<file path="src/rtl/core/plti_pkg.sv">
// Shared widths, constants and the power-up breakpoint curve for the table interpolator.
`default_nettype none

package plti_pkg;

  // Field widths
  localparam int IDX_W   = 5;
  localparam int X_W     = 8;
  localparam int Y_W     = 16;
  localparam int CNT_W   = 6;
  localparam int SPAN_W  = 8;
  localparam int PROD_W  = 24;   // |dy| * dx magnitude, also covers the Celsius numerator
  localparam int CEL_W   = 20;   // 10*f - 308 as a signed value
  localparam int PT_W    = X_W + Y_W;

  // Stream packing
  localparam int IN_DATA_W  = 40;
  localparam int OUT_DATA_W = 32;

  // Table defaults
  localparam int DEFAULT_MAX_POINTS = 32;
  localparam int DFLT_POINTS        = 22;
  localparam int DFLT_COUNT         = 22;

  // Conversion constants
  localparam int NO_MATCH_VALUE = -125;
  localparam int CEL_OFFSET     = 308;
  localparam int CEL_DIV        = 18;

  // Input item kinds carried on tuser
  typedef enum logic {
    FUNC_WRITE   = 1'b0,
    FUNC_CONVERT = 1'b1
  } func_t;

  localparam logic [X_W-1:0] DFLT_X [DFLT_POINTS] = '{
    8'd0,   8'd5,   8'd10,  8'd20,  8'd30,  8'd40,  8'd50,  8'd70,  8'd80,  8'd90,  8'd100,
    8'd130, 8'd150, 8'd152, 8'd154, 8'd158, 8'd160, 8'd176, 8'd180, 8'd184, 8'd185, 8'd255
  };

  localparam logic [Y_W-1:0] DFLT_Y [DFLT_POINTS] = '{
    -16'sd49, -16'sd45, -16'sd42, -16'sd22, -16'sd7, 16'sd5, 16'sd16, 16'sd34,
    16'sd42,  16'sd49,  16'sd57,  16'sd78,  16'sd94, 16'sd96, 16'sd97, 16'sd101,
    16'sd102, 16'sd118, 16'sd121, 16'sd126, 16'sd127, 16'sd127
  };

  // Power-up point for a slot, packed {y, x}; slots past the curve read as zero
  function automatic logic [PT_W-1:0] dflt_point(input logic [7:0] idx);
    logic [PT_W-1:0] pt;
    pt = '0;
    if (idx < 8'(DFLT_POINTS)) begin
      pt = {DFLT_Y[idx[IDX_W-1:0]], DFLT_X[idx[IDX_W-1:0]]};
    end
    return pt;
  endfunction

endpackage

`default_nettype wire

</file>
<file path="src/rtl/core/piecewise_linear_table_interp_unit.sv">
// Piecewise-linear table interpolator with Fahrenheit-to-Celsius output.
//
// Input stream (s_axis_*): tuser = 0 writes one breakpoint into the slot in
// point_index (slots at or past MAX_POINTS are dropped), tuser = 1 converts
// the sample byte. A write gives no result. A convert gives one result on
// m_axis_*: interpolated value, Celsius value and the in-range flag on
// tuser. A convert with two or more points in use walks the segments in
// order until one holds the sample; a zero-width segment skips the
// multiply and the first divide. A sample in no segment, or fewer than two
// points in use, gives a miss. The segment walk reads one table entry per
// cycle from the single RAM read port; the multiply runs one multiplier bit
// per cycle and both divides run one quotient bit per cycle through one
// shared divider. One convert is in flight at a time.
// The next item is taken as soon as the result sits in the output register,
// so a stalled receiver only blocks once a second result is ready.
// cfg_we writes point_count; do so only while idle.
// Reset restores the 22-point default curve and point_count = 22 and
// empties the output register.
`default_nettype none

module piecewise_linear_table_interp_unit
  import plti_pkg::*;
#(
  parameter int MAX_POINTS = DEFAULT_MAX_POINTS
) (
  input  wire logic                  clk,
  input  wire logic                  rst,
  // configuration
  input  wire logic                  cfg_we,
  input  wire logic [CNT_W-1:0]      cfg_wdata,     // point_count
  // input stream
  input  wire logic                  s_axis_tvalid,
  output logic                       s_axis_tready,
  input  wire logic [IN_DATA_W-1:0]  s_axis_tdata,  // point_index[4:0], point_x[12:5],
                                                    // point_y[28:13], sample[36:29]
  input  wire logic                  s_axis_tuser,  // func
  // result stream
  output logic                       m_axis_tvalid,
  input  wire logic                  m_axis_tready,
  output logic [OUT_DATA_W-1:0]      m_axis_tdata,  // fahrenheit[15:0], celsius[31:16]
  output logic                       m_axis_tuser   // in_range
);

  localparam int AW = $clog2(MAX_POINTS);
  localparam int CW = $clog2(MAX_POINTS + 1);
  localparam int NW = (CW > CNT_W) ? CW : CNT_W;

  typedef enum logic [3:0] {
    ST_IDLE,
    ST_FIRST,
    ST_WALK,
    ST_MUL,
    ST_DIVF_GO,
    ST_DIVF_WAIT,
    ST_CEL_GO,
    ST_CEL_WAIT,
    ST_RESULT
  } state_t;

  state_t state;

  // Input fields
  logic              in_func;
  logic [IDX_W-1:0]  in_index;
  logic [X_W-1:0]    in_x;
  logic [Y_W-1:0]    in_y;
  logic [X_W-1:0]    in_sample;
  logic              in_xfer;
  logic              idx_ok;

  assign in_func   = s_axis_tuser;
  assign in_index  = s_axis_tdata[4:0];
  assign in_x      = s_axis_tdata[12:5];
  assign in_y      = s_axis_tdata[28:13];
  assign in_sample = s_axis_tdata[36:29];

  assign s_axis_tready = (state == ST_IDLE);
  assign in_xfer       = s_axis_tvalid && s_axis_tready;
  assign idx_ok        = ({27'd0, in_index} < MAX_POINTS);

  // Registers
  logic [CNT_W-1:0]  point_count;
  logic [AW-1:0]     idx;
  logic [X_W-1:0]    samp;
  logic [X_W-1:0]    prev_x;
  logic [Y_W-1:0]    prev_y;
  logic [SPAN_W-1:0] span_r;
  logic              dneg;
  logic [PROD_W-1:0] mcand;
  logic [X_W-1:0]    mplier;
  logic [PROD_W-1:0] acc;
  logic [2:0]        mstep;
  logic [Y_W-1:0]    fval;
  logic              hit;
  logic              cneg;

  // Table
  logic [AW-1:0]     rd_addr;
  logic [X_W-1:0]    cur_x;
  logic [Y_W-1:0]    cur_y;

  plti_table #(
    .MAX_POINTS (MAX_POINTS)
  ) u_table (
    .clk   (clk),
    .rst   (rst),
    .we    (in_xfer && in_func == FUNC_WRITE && idx_ok),
    .waddr (AW'(in_index)),
    .wx    (in_x),
    .wy    (in_y),
    .raddr (rd_addr),
    .rx    (cur_x),
    .ry    (cur_y)
  );

  // Read address runs one entry ahead of the compare
  always_comb begin
    case (state)
      ST_IDLE:  rd_addr = '0;
      ST_FIRST: rd_addr = AW'(1);
      ST_WALK:  rd_addr = idx + 1'b1;
      default:  rd_addr = '0;
    endcase
  end

  // Points in use, capped at the table size
  logic [NW-1:0] cnt_ext;
  logic [NW-1:0] n_eff;
  logic [NW-1:0] idx_p1;
  logic          n_small;
  logic          last_seg;

  assign cnt_ext  = NW'(point_count);
  assign n_eff    = (cnt_ext > NW'(MAX_POINTS)) ? NW'(MAX_POINTS) : cnt_ext;
  assign n_small  = (n_eff < NW'(2));
  assign idx_p1   = NW'(idx) + NW'(1);
  assign last_seg = (idx_p1 == n_eff);

  // Segment test and operands
  logic              seg_hit;
  logic [Y_W:0]      dy;
  logic [Y_W:0]      dmag;
  logic [X_W-1:0]    dx;
  logic [SPAN_W-1:0] span;

  assign seg_hit = (prev_x <= samp) && (cur_x >= samp);
  assign dy      = {cur_y[Y_W-1], cur_y} - {prev_y[Y_W-1], prev_y};
  assign dmag    = dy[Y_W] ? -dy : dy;
  assign dx      = samp - prev_x;
  assign span    = cur_x - prev_x;

  // Divider
  logic              div_start;
  logic [PROD_W-1:0] div_dividend;
  logic [SPAN_W-1:0] div_divisor;
  logic [PROD_W-1:0] div_q;
  logic              div_done;

  // Celsius numerator 10*f - 308
  logic [CEL_W-1:0]  fe;
  logic [CEL_W-1:0]  cnum;
  logic [CEL_W-1:0]  cmag;

  assign fe   = {{(CEL_W - Y_W){fval[Y_W-1]}}, fval};
  assign cnum = (fe << 3) + (fe << 1) - CEL_W'(CEL_OFFSET);
  assign cmag = cnum[CEL_W-1] ? -cnum : cnum;

  assign div_start    = (state == ST_DIVF_GO) || (state == ST_CEL_GO);
  assign div_dividend = (state == ST_CEL_GO) ? PROD_W'(cmag) : acc;
  assign div_divisor  = (state == ST_CEL_GO) ? SPAN_W'(CEL_DIV) : span_r;

  plti_serial_div u_div (
    .clk      (clk),
    .rst      (rst),
    .start    (div_start),
    .dividend (div_dividend),
    .divisor  (div_divisor),
    .quotient (div_q),
    .done     (div_done)
  );

  // Signed results from the quotient magnitude
  logic [Y_W:0]   qs;
  logic [Y_W:0]   val;
  logic [Y_W-1:0] cel;

  assign qs  = dneg ? -{1'b0, div_q[Y_W-1:0]} : {1'b0, div_q[Y_W-1:0]};
  assign val = {prev_y[Y_W-1], prev_y} + qs;
  assign cel = cneg ? -div_q[Y_W-1:0] : div_q[Y_W-1:0];

  // Finished result moves into the output register once it is free
  logic out_load;

  assign out_load = (state == ST_RESULT) && (!m_axis_tvalid || m_axis_tready);

  // Control and datapath registers
  always_ff @(posedge clk) begin
    if (rst) begin
      state         <= ST_IDLE;
      point_count   <= CNT_W'(DFLT_COUNT);
      m_axis_tvalid <= 1'b0;
    end else begin
      if (cfg_we) begin
        point_count <= cfg_wdata;
      end

      // Output register: load a finished result, else empty on transfer
      if (out_load) begin
        m_axis_tdata  <= {cel, fval};
        m_axis_tuser  <= hit;
        m_axis_tvalid <= 1'b1;
      end else if (m_axis_tvalid && m_axis_tready) begin
        m_axis_tvalid <= 1'b0;
      end

      case (state)
        ST_IDLE: begin
          if (in_xfer && in_func == FUNC_CONVERT) begin
            samp <= in_sample;
            if (n_small) begin
              fval  <= Y_W'(NO_MATCH_VALUE);
              hit   <= 1'b0;
              state <= ST_CEL_GO;
            end else begin
              state <= ST_FIRST;
            end
          end
        end

        ST_FIRST: begin
          prev_x <= cur_x;
          prev_y <= cur_y;
          idx    <= AW'(1);
          state  <= ST_WALK;
        end

        // One segment per cycle; stop at the first that holds the sample
        ST_WALK: begin
          if (seg_hit) begin
            hit <= 1'b1;
            if (span == '0) begin
              fval  <= prev_y;
              state <= ST_CEL_GO;
            end else begin
              span_r <= span;
              dneg   <= dy[Y_W];
              mcand  <= PROD_W'(dmag);
              mplier <= dx;
              acc    <= '0;
              mstep  <= '0;
              state  <= ST_MUL;
            end
          end else if (last_seg) begin
            fval  <= Y_W'(NO_MATCH_VALUE);
            hit   <= 1'b0;
            state <= ST_CEL_GO;
          end else begin
            prev_x <= cur_x;
            prev_y <= cur_y;
            idx    <= idx + 1'b1;
          end
        end

        // Shift-add multiply, one multiplier bit per cycle
        ST_MUL: begin
          if (mplier[0]) begin
            acc <= acc + mcand;
          end
          mcand  <= mcand << 1;
          mplier <= mplier >> 1;
          mstep  <= mstep + 1'b1;
          if (mstep == 3'd7) begin
            state <= ST_DIVF_GO;
          end
        end

        ST_DIVF_GO: begin
          state <= ST_DIVF_WAIT;
        end

        ST_DIVF_WAIT: begin
          if (div_done) begin
            fval  <= val[Y_W-1:0];
            state <= ST_CEL_GO;
          end
        end

        ST_CEL_GO: begin
          cneg  <= cnum[CEL_W-1];
          state <= ST_CEL_WAIT;
        end

        ST_CEL_WAIT: begin
          if (div_done) begin
            state <= ST_RESULT;
          end
        end

        // Wait here until the output register takes the result
        ST_RESULT: begin
          if (out_load) begin
            state <= ST_IDLE;
          end
        end

        default: begin
          state <= ST_IDLE;
        end
      endcase
    end
  end

endmodule

`default_nettype wire

</file>
<file path="src/rtl/core/plti_ram.sv">
// Generic single-write, single-read RAM with registered read data.
`default_nettype none

module plti_ram #(
  parameter int WIDTH = 8,
  parameter int DEPTH = 32
) (
  input  wire logic                     clk,
  input  wire logic                     we,
  input  wire logic [$clog2(DEPTH)-1:0] waddr,
  input  wire logic [WIDTH-1:0]         wdata,
  input  wire logic [$clog2(DEPTH)-1:0] raddr,
  output logic      [WIDTH-1:0]         rdata
);

  logic [WIDTH-1:0] mem [DEPTH];

  always_ff @(posedge clk) begin
    if (we) begin
      mem[waddr] <= wdata;
    end
    rdata <= mem[raddr];
  end

endmodule

`default_nettype wire

</file>
<file path="src/rtl/core/plti_table.sv">
// Breakpoint table: RAM plus per-slot written flags, unwritten slots read the power-up curve.
`default_nettype none

module plti_table
  import plti_pkg::*;
#(
  parameter int MAX_POINTS = DEFAULT_MAX_POINTS
) (
  input  wire logic                          clk,
  input  wire logic                          rst,
  input  wire logic                          we,
  input  wire logic [$clog2(MAX_POINTS)-1:0] waddr,
  input  wire logic [X_W-1:0]                wx,
  input  wire logic [Y_W-1:0]                wy,
  input  wire logic [$clog2(MAX_POINTS)-1:0] raddr,
  output logic      [X_W-1:0]                rx,
  output logic      [Y_W-1:0]                ry
);

  logic [MAX_POINTS-1:0] written;
  logic                  rd_written;
  logic [PT_W-1:0]       rd_dflt;
  logic [PT_W-1:0]       ram_q;
  logic [PT_W-1:0]       rd_pt;

  plti_ram #(
    .WIDTH (PT_W),
    .DEPTH (MAX_POINTS)
  ) u_ram (
    .clk   (clk),
    .we    (we),
    .waddr (waddr),
    .wdata ({wy, wx}),
    .raddr (raddr),
    .rdata (ram_q)
  );

  // Written flags, cleared at reset so the table starts on the default curve
  always_ff @(posedge clk) begin
    if (rst) begin
      written <= '0;
    end else if (we) begin
      written[waddr] <= 1'b1;
    end
  end

  // Flag and default are registered alongside the RAM read so they line up with its data
  always_ff @(posedge clk) begin
    rd_written <= written[raddr];
    rd_dflt    <= dflt_point(8'(raddr));
  end

  assign rd_pt = rd_written ? ram_q : rd_dflt;
  assign rx    = rd_pt[X_W-1:0];
  assign ry    = rd_pt[PT_W-1:X_W];

endmodule

`default_nettype wire

</file>
<file path="src/rtl/core/plti_serial_div.sv">
// Restoring divider, one quotient bit per cycle, shared by both divides.
`default_nettype none

module plti_serial_div
  import plti_pkg::*;
(
  input  wire logic              clk,
  input  wire logic              rst,
  input  wire logic              start,
  input  wire logic [PROD_W-1:0] dividend,
  input  wire logic [SPAN_W-1:0] divisor,
  output logic      [PROD_W-1:0] quotient,
  output logic                   done
);

  localparam int SW = $clog2(PROD_W);

  logic              busy;
  logic [SW-1:0]     step;
  logic [SPAN_W-1:0] rem;
  logic [SPAN_W-1:0] dvs;
  logic [SPAN_W:0]   rem_sh;
  logic              ge;

  // Bring down the next dividend bit and try the subtract
  assign rem_sh = {rem, quotient[PROD_W-1]};
  assign ge     = (rem_sh >= {1'b0, dvs});

  always_ff @(posedge clk) begin
    if (rst) begin
      busy <= 1'b0;
      done <= 1'b0;
    end else begin
      done <= !start && busy && (step == SW'(PROD_W - 1));
      if (start) begin
        busy <= 1'b1;
      end else if (busy && step == SW'(PROD_W - 1)) begin
        busy <= 1'b0;
      end
    end
  end

  // Datapath: quotient shifts in where the dividend shifts out
  always_ff @(posedge clk) begin
    if (start) begin
      quotient <= dividend;
      rem      <= '0;
      dvs      <= divisor;
      step     <= '0;
    end else if (busy) begin
      rem      <= ge ? SPAN_W'(rem_sh - {1'b0, dvs}) : rem_sh[SPAN_W-1:0];
      quotient <= {quotient[PROD_W-2:0], ge};
      step     <= step + 1'b1;
    end
  end

endmodule

`default_nettype wire

</file>
<file path="config.mk">
export PLATFORM = sky130hd
export DESIGN_NAME = piecewise_linear_table_interp_unit
export DESIGN_NICKNAME = d
export VERILOG_FILES = /design/src/rtl/core/plti_pkg.sv /design/src/rtl/core/piecewise_linear_table_interp_unit.sv /design/src/rtl/core/plti_ram.sv /design/src/rtl/core/plti_table.sv /design/src/rtl/core/plti_serial_div.sv
export SDC_FILE = /design/constraint.sdc
export NUM_CORES = 1
export LEC_CHECK = 0
export ABC_AREA = 1
export BUFFER_PORTS_ARGS = -buffer_cell sky130_fd_sc_hd__buf_4
export CAP_MARGIN = 40
export CORE_MARGIN = 3
export CORE_UTILIZATION = 42
export DETAILED_ROUTE_END_ITERATION = 10
export SYNTH_ARGS = -nofsm -noshare
export SYNTH_HDL_FRONTEND = slang
export SYNTH_HIERARCHICAL = 1
export SYNTH_SLANG_ARGS = --single-unit
</file>
<file path="constraint.sdc">
create_clock -name clk -period 7.31 [get_ports clk]
set_input_delay 1.462 -clock clk [delete_from_list [all_inputs] [get_ports clk]]
set_output_delay 1.462 -clock clk [all_outputs]
set_load 0.005 [all_outputs]
</file>
==> metrics.md, run 1 <==
| Metric | Value |
|---|---|
| Status | `finished clean` |
| Power Total | `19.5 mW` |
| Gate count after technology mapping | `5125` |
| Top FF cell, synth | `edfxtp_1` |
| Worst min path class | `reg -> reg` |
| Sink Count | `1055` |
| Fin cells | `6800` |
| Sequential share of the synthesized area | `0.612` |
| CP Data Required Time | `7.93 ns` |
| Setup ws final | `3.11 ns` |
| Via count | `35300` |
| CP dominant cell by count | `nand2_1` |
| Yosys warnings | `6` |
| Peak supply drop | `0.385 mV` |
| Static Leak | `22.2 nW` |
| DP HPWL | `77400 um` |
| Post-DR vias/cell | `5.20` |
| Share of synthesized flip-flops with an asynchronous set or reset | `0` |
| Post-synth EDFFs | `956` |
| TNS Setup | `0 ns` |
| Crit. End Element | `register` |
| Setup crit start | `state[1]$_SDFFE_PP0P_` |
| Register clock-pin slew on the reported worst setup and hold paths | `0.06 ns` |
| Comb pwr share | `0.354` |
| CTS tree | `yes` |
| Max Clock Freq | `238 MHz` |
| Die ar. | `124000 um^2` |
| Fin crit share | `0.575` |
| Worst reg-to-reg setup slack | `3.11 ns` |
| Diodes inserted | `0` |
| Placement Cell Area | `52400 um^2` |
| Worst Setup EP | `u_table/u_ram/rdata[19]$_DFF_P_` |
| Compound-gate portion of the synthesized area | `0.0354` |
| Final critical-path required period | `4.20 ns` |
| # port buffers | `83` |
| Initial DRC count | `2652` |
| XOR/XNOR Fraction of Synth Area | `0.00839` |
| Main combinational cell family by area after synthesis | `simple AND/OR/NAND/NOR gates` |
| Worst-path fanout max | `178` |
| Headroom to the max-slew limit | `0.284` |
| Initial antenna violation count | `1` |
| RSZ-0062 raised after global routing | `no` |
| Root Buffer | `clkbuf_16` |
| Average size of a mapped cell | `9.78 um^2` |
| Critical setup path kind | `reg -> reg` |
| Final-stage net count | `5369` |
| Synth-to-Final Area Change | `11.4%` |
| GRT Residual Overflow | `0` |
| Internal power | `12.2 mW` |
| Final setup fails | `0` |
| Post-DRT Antenna Nets | `0` |
| Post-CTS Repair Setup Buffers | `0` |
| Hold_ws | `0.420 ns` |
| Final core utilization | `0.472` |
| Largest net degree at the start of global routing | `191` |
| I/O Pins | `87` |
| Fillers | `11000` |
| Routability cong. | `0.879` |
| H-tree depth | `3` |
| Place WS | `3.30 ns` |
| DRC viols | `0` |
| Clock Tree Buf Depth | `3` |
| Share of post-route cells with drive strength above 1 | `0.0838` |
| Total placed cells including tap cells | `6603` |
| Switching Share | `0.375` |
| Final Hold Violating Endpoints | `0` |
| Worst endpoint data arrival time | `4.82 ns` |
| Vias in the first global route | `33300` |
| Syn Nets | `5315` |
| Post-synthesis mux area share | `0` |
| Worst R2R Start | `state[1]$_SDFFE_PP0P_` |
| CP cell instances | `inv_1 > nor2_1 > nand2_2 > o21ai_4 > buf_12 > buf_12 > nand2_1 > nand3_1 > nand3_1 > nand2_1 > nand2_1 > nand2_1 > nand2_1 > nand2_1` |
| Die Y-Extent | `351 um` |
| Yosys reg bits | `1055` |
| Simple-gate portion of the synthesized area | `0.253` |
| Post-cts sizing count | `0` |
| Post-cts hold buffer count | `0` |
| Row cnt | `126` |
| Routed WL | `125000 um` |
| Worst-Skew Late Latency | `0.71 ns` |
| CP max-delay cell | `buf_12` |
| Initial Util | `0.424` |
| Psw | `7.31 mW` |
| Worst-Margin Slew | `1.07 ns` |
| CTS buffer count | `110` |
| Max-cap violation count | `0` |
| Global-route wire length before repair | `193000 um` |
| Worst reg2reg path depth | `14` |
| Core area | `118000 um^2` |
| Clk_skew | `0.0422 ns` |
| Adder-Cell Fraction of Synth Area | `0.0355` |
| Share of power burned in registers | `0.370` |
| Clock share of power | `0.276` |
| Worst path max stage delay | `0.50 ns` |
| Post-Layout Inst Area | `55800 um^2` |
| Total global-route track usage | `0.201` |
| Wire length per cell | `18.5 um` |
| Max-slew violations | `0` |
| Worst reg2reg path endpoint | `u_table/u_ram/rdata[19]$_DFF_P_` |
| Cell variety after synth | `59` |
| Mapped cell area | `50100 um^2` |
| Die width | `351 um` |
| TritonRoute pass-1 iters | `8` |
| Power per cell area | `349 nW/um^2` |
| Startpoint Class | `register` |
## layout by cell type (no fill, tap or decap), types with 7 or more instances in the layout
cell type,instances
nand2_1,1833
edfxtp_1,956
nand3_1,742
inv_1,354
nor2_1,190
a21oi_1,140
buf_4,133
ha_1,131
o21ai_0,111
clkbuf_16,111
dfxtp_1,99
xor2_1,36
nand4_1,36
clkbuf_1,36
nor2_2,31
nor2_4,23
nor3_1,22
clkinv_1,21
nand3b_1,17
inv_2,17
nor3_2,15
clkinv_2,15
buf_12,14
nand2_2,13
xnor2_1,12
o211ai_1,12
o21ai_1,11
nand3_2,10
a31oi_1,8
or2_2,7
a21o_1,7
fa_1,7
## cell usage after synthesis, types with 3 or more instances
library cell     n  area, um^2
or2_2            7        43.8
nand2_2         13        81.3
nand2_1       1833        6880
nand3b_1        17         128
o211ai_1        12        90.1
nor3_2          11         110
nor3_1          26         130
o21a_1           3        22.5
o31ai_1          4        30.0
nor2_2          11        68.8
o21ai_0        112         561
fa_1             7         140
dfxtp_1         99        1980
nand3_2         10         100
o21bai_1         6        45.0
nor3_4           4        65.1
xor2_1          36         315
nor4_1           6        37.5
a31oi_1          8        50.1
a21o_1           7        52.6
a21oi_1        141         706
clkinv_1         6        22.5
nor2_1         227         852
inv_2           18        67.6
xnor2_1         12         105
o21ai_1         11        55.1
edfxtp_1       956       28700
buf_6           46         518
nor2_4           6        67.6
nand3_1        742        3710
a211oi_1         3        22.5
nand4_1         36         225
clkbuf_1        38         143
ha_1           131        1640
and2_1           5        31.3
o22ai_1          6        37.5
buf_4           12        90.1
nand2_4          4        45.0
buf_2          110         551
inv_1          355        1330
buf_1            5        18.8
## worst max-delay path, delay by kind of cell, from the launching register on
kind / cells / cell delay (ns)
flip-flops: 1 / 0.41
AND/OR/NAND/NOR: 10 / 1.49
buffers and inverters: 3 / 1.09
AO/OA/AOI/OAI: 1 / 0.44
## cell type report
cell class | instances | area, um^2 | share of cell area
Tap cell | 1536 | 1920 | 0.0344
Multi-Input combinational cell | 3476 | 16900 | 0.302
Clock buffer | 151 | 2970 | 0.0531
Inverter | 382 | 1460 | 0.0261
Sequential cell | 1055 | 30700 | 0.550
Timing Repair Buffer | 154 | 1440 | 0.0257
Clock inverter | 46 | 483 | 0.00865
## power by group through the flow
| stage | Sequential [mW] | Clock, mW | Combinational [mW] |
|---|---|---|---|
| 3_5_place_dp | 7.33 | 0 | 6.85 |
| 4_1_cts | 7.20 | 5.50 | 6.88 |
| 3_3_place_gp | 7.33 | 0 | 6.73 |
| 6_report | 7.20 | 5.38 | 6.89 |
| 2_1_floorplan | 7.27 | 0 | 5.28 |
| 5_1_grt | 7.23 | 5.74 | 7.79 |
## state kept, by name, indices dropped and copies added (netlist names), 8 cells and up
| signal | flops |
|---|---|
| m_axis_tdata | 32 |
| prev_y | 16 |
| u_table/u_ram/rdata | 24 |
| span_r | 8 |
| mcand | 24 |
| fval | 16 |
| prev_x | 8 |
| u_table/written | 32 |
| samp | 8 |
| u_div/rem | 8 |
| u_div/dvs | 8 |
| mplier | 8 |
| acc | 24 |
| u_div/quotient | 24 |
| u_table/u_ram/mem | 768 |
| u_table/rd_dflt | 16 |
## metal layers
layer	wire, um	global-route usage	vias up	part of all wire
met3	6300	0.0249	166	0.050
met4	2720	0.0498	0	0.022
met5	0	0	-	0
li1	-	-	17400	-
met2	62300	0.353	869	0.50
met1	54200	0.264	16900	0.43
## logic make-up after synthesis
family                   Yosys count
adder cells (fa/ha/maj)          138
flip-flops                      1055
AO/OA/AOI/OAI                    325
AND/OR/NAND/NOR                 2965
XOR/XNOR                          48
buffers and inverters            594
## worst min-delay path by stage
| stage | start | endpoint | cells past startpoint |
|---|---|---|---|
| 5_1_grt | hit$_SDFFCE_PN0P_ | m_axis_tuser$_DFFE_PP_ | 0 |
| 2_1_floorplan | hit$_SDFFCE_PN0P_ | m_axis_tuser$_DFFE_PP_ | 0 |
| 4_1_cts | hit$_SDFFCE_PN0P_ | m_axis_tuser$_DFFE_PP_ | 0 |
| 6_report | hit$_SDFFCE_PN0P_ | m_axis_tuser$_DFFE_PP_ | 0 |
| 3_3_place_gp | hit$_SDFFCE_PN0P_ | m_axis_tuser$_DFFE_PP_ | 0 |
| 3_5_place_dp | hit$_SDFFCE_PN0P_ | m_axis_tuser$_DFFE_PP_ | 0 |
Power figures use the tool's default switching activity.
==> inputs of run 2 (changes only) <==
--- a/config.mk
+++ b/config.mk
@@ -5,7 +5,7 @@
 export SDC_FILE = /design/constraint.sdc
 export NUM_CORES = 1
 export LEC_CHECK = 0
-export ABC_AREA = 1
+export ABC_AREA = 0
 export BUFFER_PORTS_ARGS = -buffer_cell sky130_fd_sc_hd__buf_4
 export CAP_MARGIN = 40
 export CORE_MARGIN = 3
==> constraint.sdc (replaced) <==
create_clock -name clk -period 4.1 [get_ports clk]
set_input_delay 0.82 -clock clk [delete_from_list [all_inputs] [get_ports clk]]
set_output_delay 0.82 -clock clk [all_outputs]
set_load 0.005 [all_outputs]
==> run 2 against run 1 <==
  * Flip-flop and latch count stayed put
  * First-iteration DRC count is 22% lower
  * Register-to-register slack worse by 2.9 ns
  * Global-route usage is 0.66 points lower
  * Synthesized cell count is 32% lower
  * Clock skew is 0.025 ns higher
  * Sequential power is 76% higher
  * Final cell count is 23% lower
  * Non-clock buffer count is 52 higher
  * Count of clock-buffer cells in the layout is 12 lower
  * Design area is 2.4% lower
  * Largest power group unchanged
  * Hold slack worse by 0.14 ns
==> metrics.md, run 2 <==
| Metric | Value |
|---|---|
| Status | `finished clean` |
| Source of the worst hold timing path | `s_axis_tdata[31]` |
| Max reg flops | `768` |
| Headroom to the max-slew limit | `0.479` |
| Post-DR vias/cell | `5.46` |
| Static Leak | `18.7 nW` |
| Placement Cell Area | `50600 um^2` |
| Global-route wire length before repair | `174000 um` |
| Fillers | `9620` |
| Clock Tree Buf Depth | `3` |
| I/O Pins | `87` |
| Max-cap violation count | `0` |
| Yosys reg bits | `1055` |
| Final Hold Violating Endpoints | `0` |
| Crit. End Element | `register` |
| Routed WL | `116000 um` |
| Max Clock Freq | `255 MHz` |
| Worst endpoint data arrival time | `4.32 ns` |
| Worst min path class | `in -> reg` |
| Critical setup path kind | `reg -> reg` |
| Final setup fails | `0` |
| Row cnt | `122` |
| Syn Nets | `3678` |
| Root Buffer | `clkbuf_16` |
| Final core utilization | `0.488` |
| Synth top area share | `0.603` |
| Final-stage net count | `3829` |
| Die ar. | `117000 um^2` |
| DP HPWL | `71500 um` |
| Top cells by area, synth | `edfxtp_1 (60%), mux2i_1 (8.5%), dfxtp_1 (4.2%)` |
| Mapped cell area | `47600 um^2` |
| Max-slew violations | `0` |
| # port buffers | `83` |
| Fin crit share | `0.956` |
| TNS Setup | `0 ns` |
| Hold depth | `1` |
| Post-synth EDFFs | `956` |
| CP Data Required Time | `4.50 ns` |
| Yosys warnings | `6` |
| Yosys top cell by area | `edfxtp_1` |
| Initial antenna violation count | `4` |
| Worst reg2reg path depth | `16` |
| Die width | `343 um` |
| Power per cell area | `584 nW/um^2` |
| Die Y-Extent | `343 um` |
| Largest net degree at the start of global routing | `78` |
| Post-cts hold buffer count | `0` |
| Sink Count | `1055` |
| Fin cells | `5227` |
| Cell variety after synth | `91` |
| Synth-to-Final Area Change | `14.5%` |
| Startpoint Class | `register` |
| Initial Util | `0.427` |
| GRT Residual Overflow | `0` |
| Final critical-path required period | `3.92 ns` |
| Via count | `28500` |
| Power Total | `31.8 mW` |
| Largest regs | `u_table/u_ram/mem (768), m_axis_tdata (32), u_table/written (32)` |
| Leading cell type in the layout, fill and taps excluded | `edfxtp_1` |
| Share of synthesized flip-flops with an asynchronous set or reset | `0` |
| CTS buffer count | `109` |
| Wire length per cell | `22.1 um` |
| DRC viols | `0` |
| Worst reg2reg path endpoint | `acc[16]$_SDFFCE_PN0P_` |
| Clk_skew | `0.0673 ns` |
| Register clock-pin slew on the reported worst setup and hold paths | `0.06 ns` |
| Post-DRT Antenna Nets | `0` |
| Gate count after technology mapping | `3488` |
| Worst R2R Start | `u_table/rd_written$_DFF_P_` |
| Core area | `112000 um^2` |
| Top post-synthesis cells by count | `edfxtp_1 (956), mux2i_1 (403), nor2_1 (216)` |
| Worst reg-to-reg setup slack | `0.18 ns` |
| Share of post-route cells with drive strength above 1 | `0.137` |
| Hold EP | `samp[2]$_DFFE_PP_` |
| Post-Layout Inst Area | `54500 um^2` |
| Most frequent cells in the layout | `edfxtp_1 (956), mux2i_1 (403), nand2_1 (210)` |
| TritonRoute pass-1 iters | `5` |
| Most flop-heavy register | `u_table/u_ram/mem` |
| Worst-path fanout max | `24` |
| Initial DRC count | `2057` |
| Worst-Margin Slew | `0.776 ns` |
| CTS tree | `yes` |
| Vias in the first global route | `28000` |
| Place WS | `0.0977 ns` |
| Worst-Skew Late Latency | `0.71 ns` |
| H-tree depth | `3` |
| Peak supply drop | `0.387 mV` |
| Setup ws final | `0.182 ns` |
| Total global-route track usage | `0.194` |
| Routability cong. | `0.835` |
| Cell with the most instances after synthesis | `edfxtp_1` |
| Total placed cells including tap cells | `5013` |
| Sequential share of the synthesized area | `0.645` |
| Hold_ws | `0.277 ns` |
| Average size of a mapped cell | `13.6 um^2` |
| Top FF cell, synth | `edfxtp_1` |
run 2: cell count changes in the layout (fill, tap and decap cells not counted), sizes merged, moves of 33 or more:
| cell | change |
|---|---|
| a21oi | +57 |
| a22o | +51 |
| a22oi | +77 |
| buf | +52 |
| inv | -244 |
| mux2 | +41 |
| mux2i | +403 |
| nand2 | -1642 |
| nand3 | -652 |
| nor2b | +33 |
| xnor2 | +75 |
run 2: kinds of logic after synthesis:
logic type,after synthesis,share of synthesized area
AND/OR/NAND/NOR,788,0.0792
XOR/XNOR,131,0.0241
buffers and inverters,293,0.0295
adder cells (fa/ha/maj),138,0.0374
multiplexers,450,0.0976
flip-flops,1055,0.645
AO/OA/AOI/OAI,633,0.0876
run 2: critical path, stage by stage, from the launching register on:
cell and delay [ns]:
dfxtp_1 0.33, mux2_2 0.36, inv_1 0.08, ha_1 0.16, inv_1 0.05, fa_2 0.33
a21o_1 0.18, a21o_1 0.19, buf_4 0.14, a21oi_2 0.13, o311ai_1 0.11, or4b_1 0.50
or3_1 0.32, a2bb2oi_1 0.16, and3_4 0.22, a21boi_4 0.15, buf_12 0.17
run 2: final cells by class:
class / count / area, um^2 / area share
Antenna cell: 6 / 15.0 / 0.000276
Clock buffer: 139 / 2970 / 0.0546
Tap cell: 1488 / 1860 / 0.0342
Timing Repair Buffer: 206 / 1820 / 0.0335
Clock inverter: 66 / 742 / 0.0136
Inverter: 127 / 477 / 0.00875
Sequential cell: 1055 / 30700 / 0.563
Multi-Input combinational cell: 2140 / 15900 / 0.292
run 2: metal layers:
| layer | vias to the layer above | part of all wire | GRT usage |
|---|---|---|---|
| met5 | - | 0 | 0 |
| met4 | 0 | 0.023 | 0.0534 |
| met3 | 169 | 0.040 | 0.0257 |
| li1 | 13500 | - | - |
| met2 | 563 | 0.50 | 0.338 |
| met1 | 14300 | 0.43 | 0.255 |
run 2: repair_timing:
item | CTS | global route
gates resized for setup | 0 | 20
endpoints found under the setup margin | 0 | 85
setup buffers | 0 | 2
run 2: power by group:
group,internal [mW],switching (mW)
Clock,5.80,4.26
Combinational,3.77,5.27
Sequential,12.4,0.276
Total,22.0,9.81
run 2: how the worst max path moves through the flow:
stage | startpoint | to | slack, ns | cells past startpoint
after global placement | u_table/rd_written$_DFF_P_ | acc[16]$_SDFFCE_PN0P_ | -0.006 | 14
after CTS | u_table/rd_written$_DFF_P_ | mcand[12]$_DFFE_PP_ | 0.02 | 15
final | u_table/rd_written$_DFF_P_ | acc[16]$_SDFFCE_PN0P_ | 0.18 | 16
after detailed placement | u_table/rd_written$_DFF_P_ | mcand[12]$_DFFE_PP_ | 0.1 | 15
after floorplan | u_table/rd_written$_DFF_P_ | acc[0]$_SDFFCE_PN0P_ | 0.05 | 15
after global routing | fval[0]$_SDFFCE_PN1P_ | u_div/quotient[18]$_DFFE_PP_ | -0.002 | 16
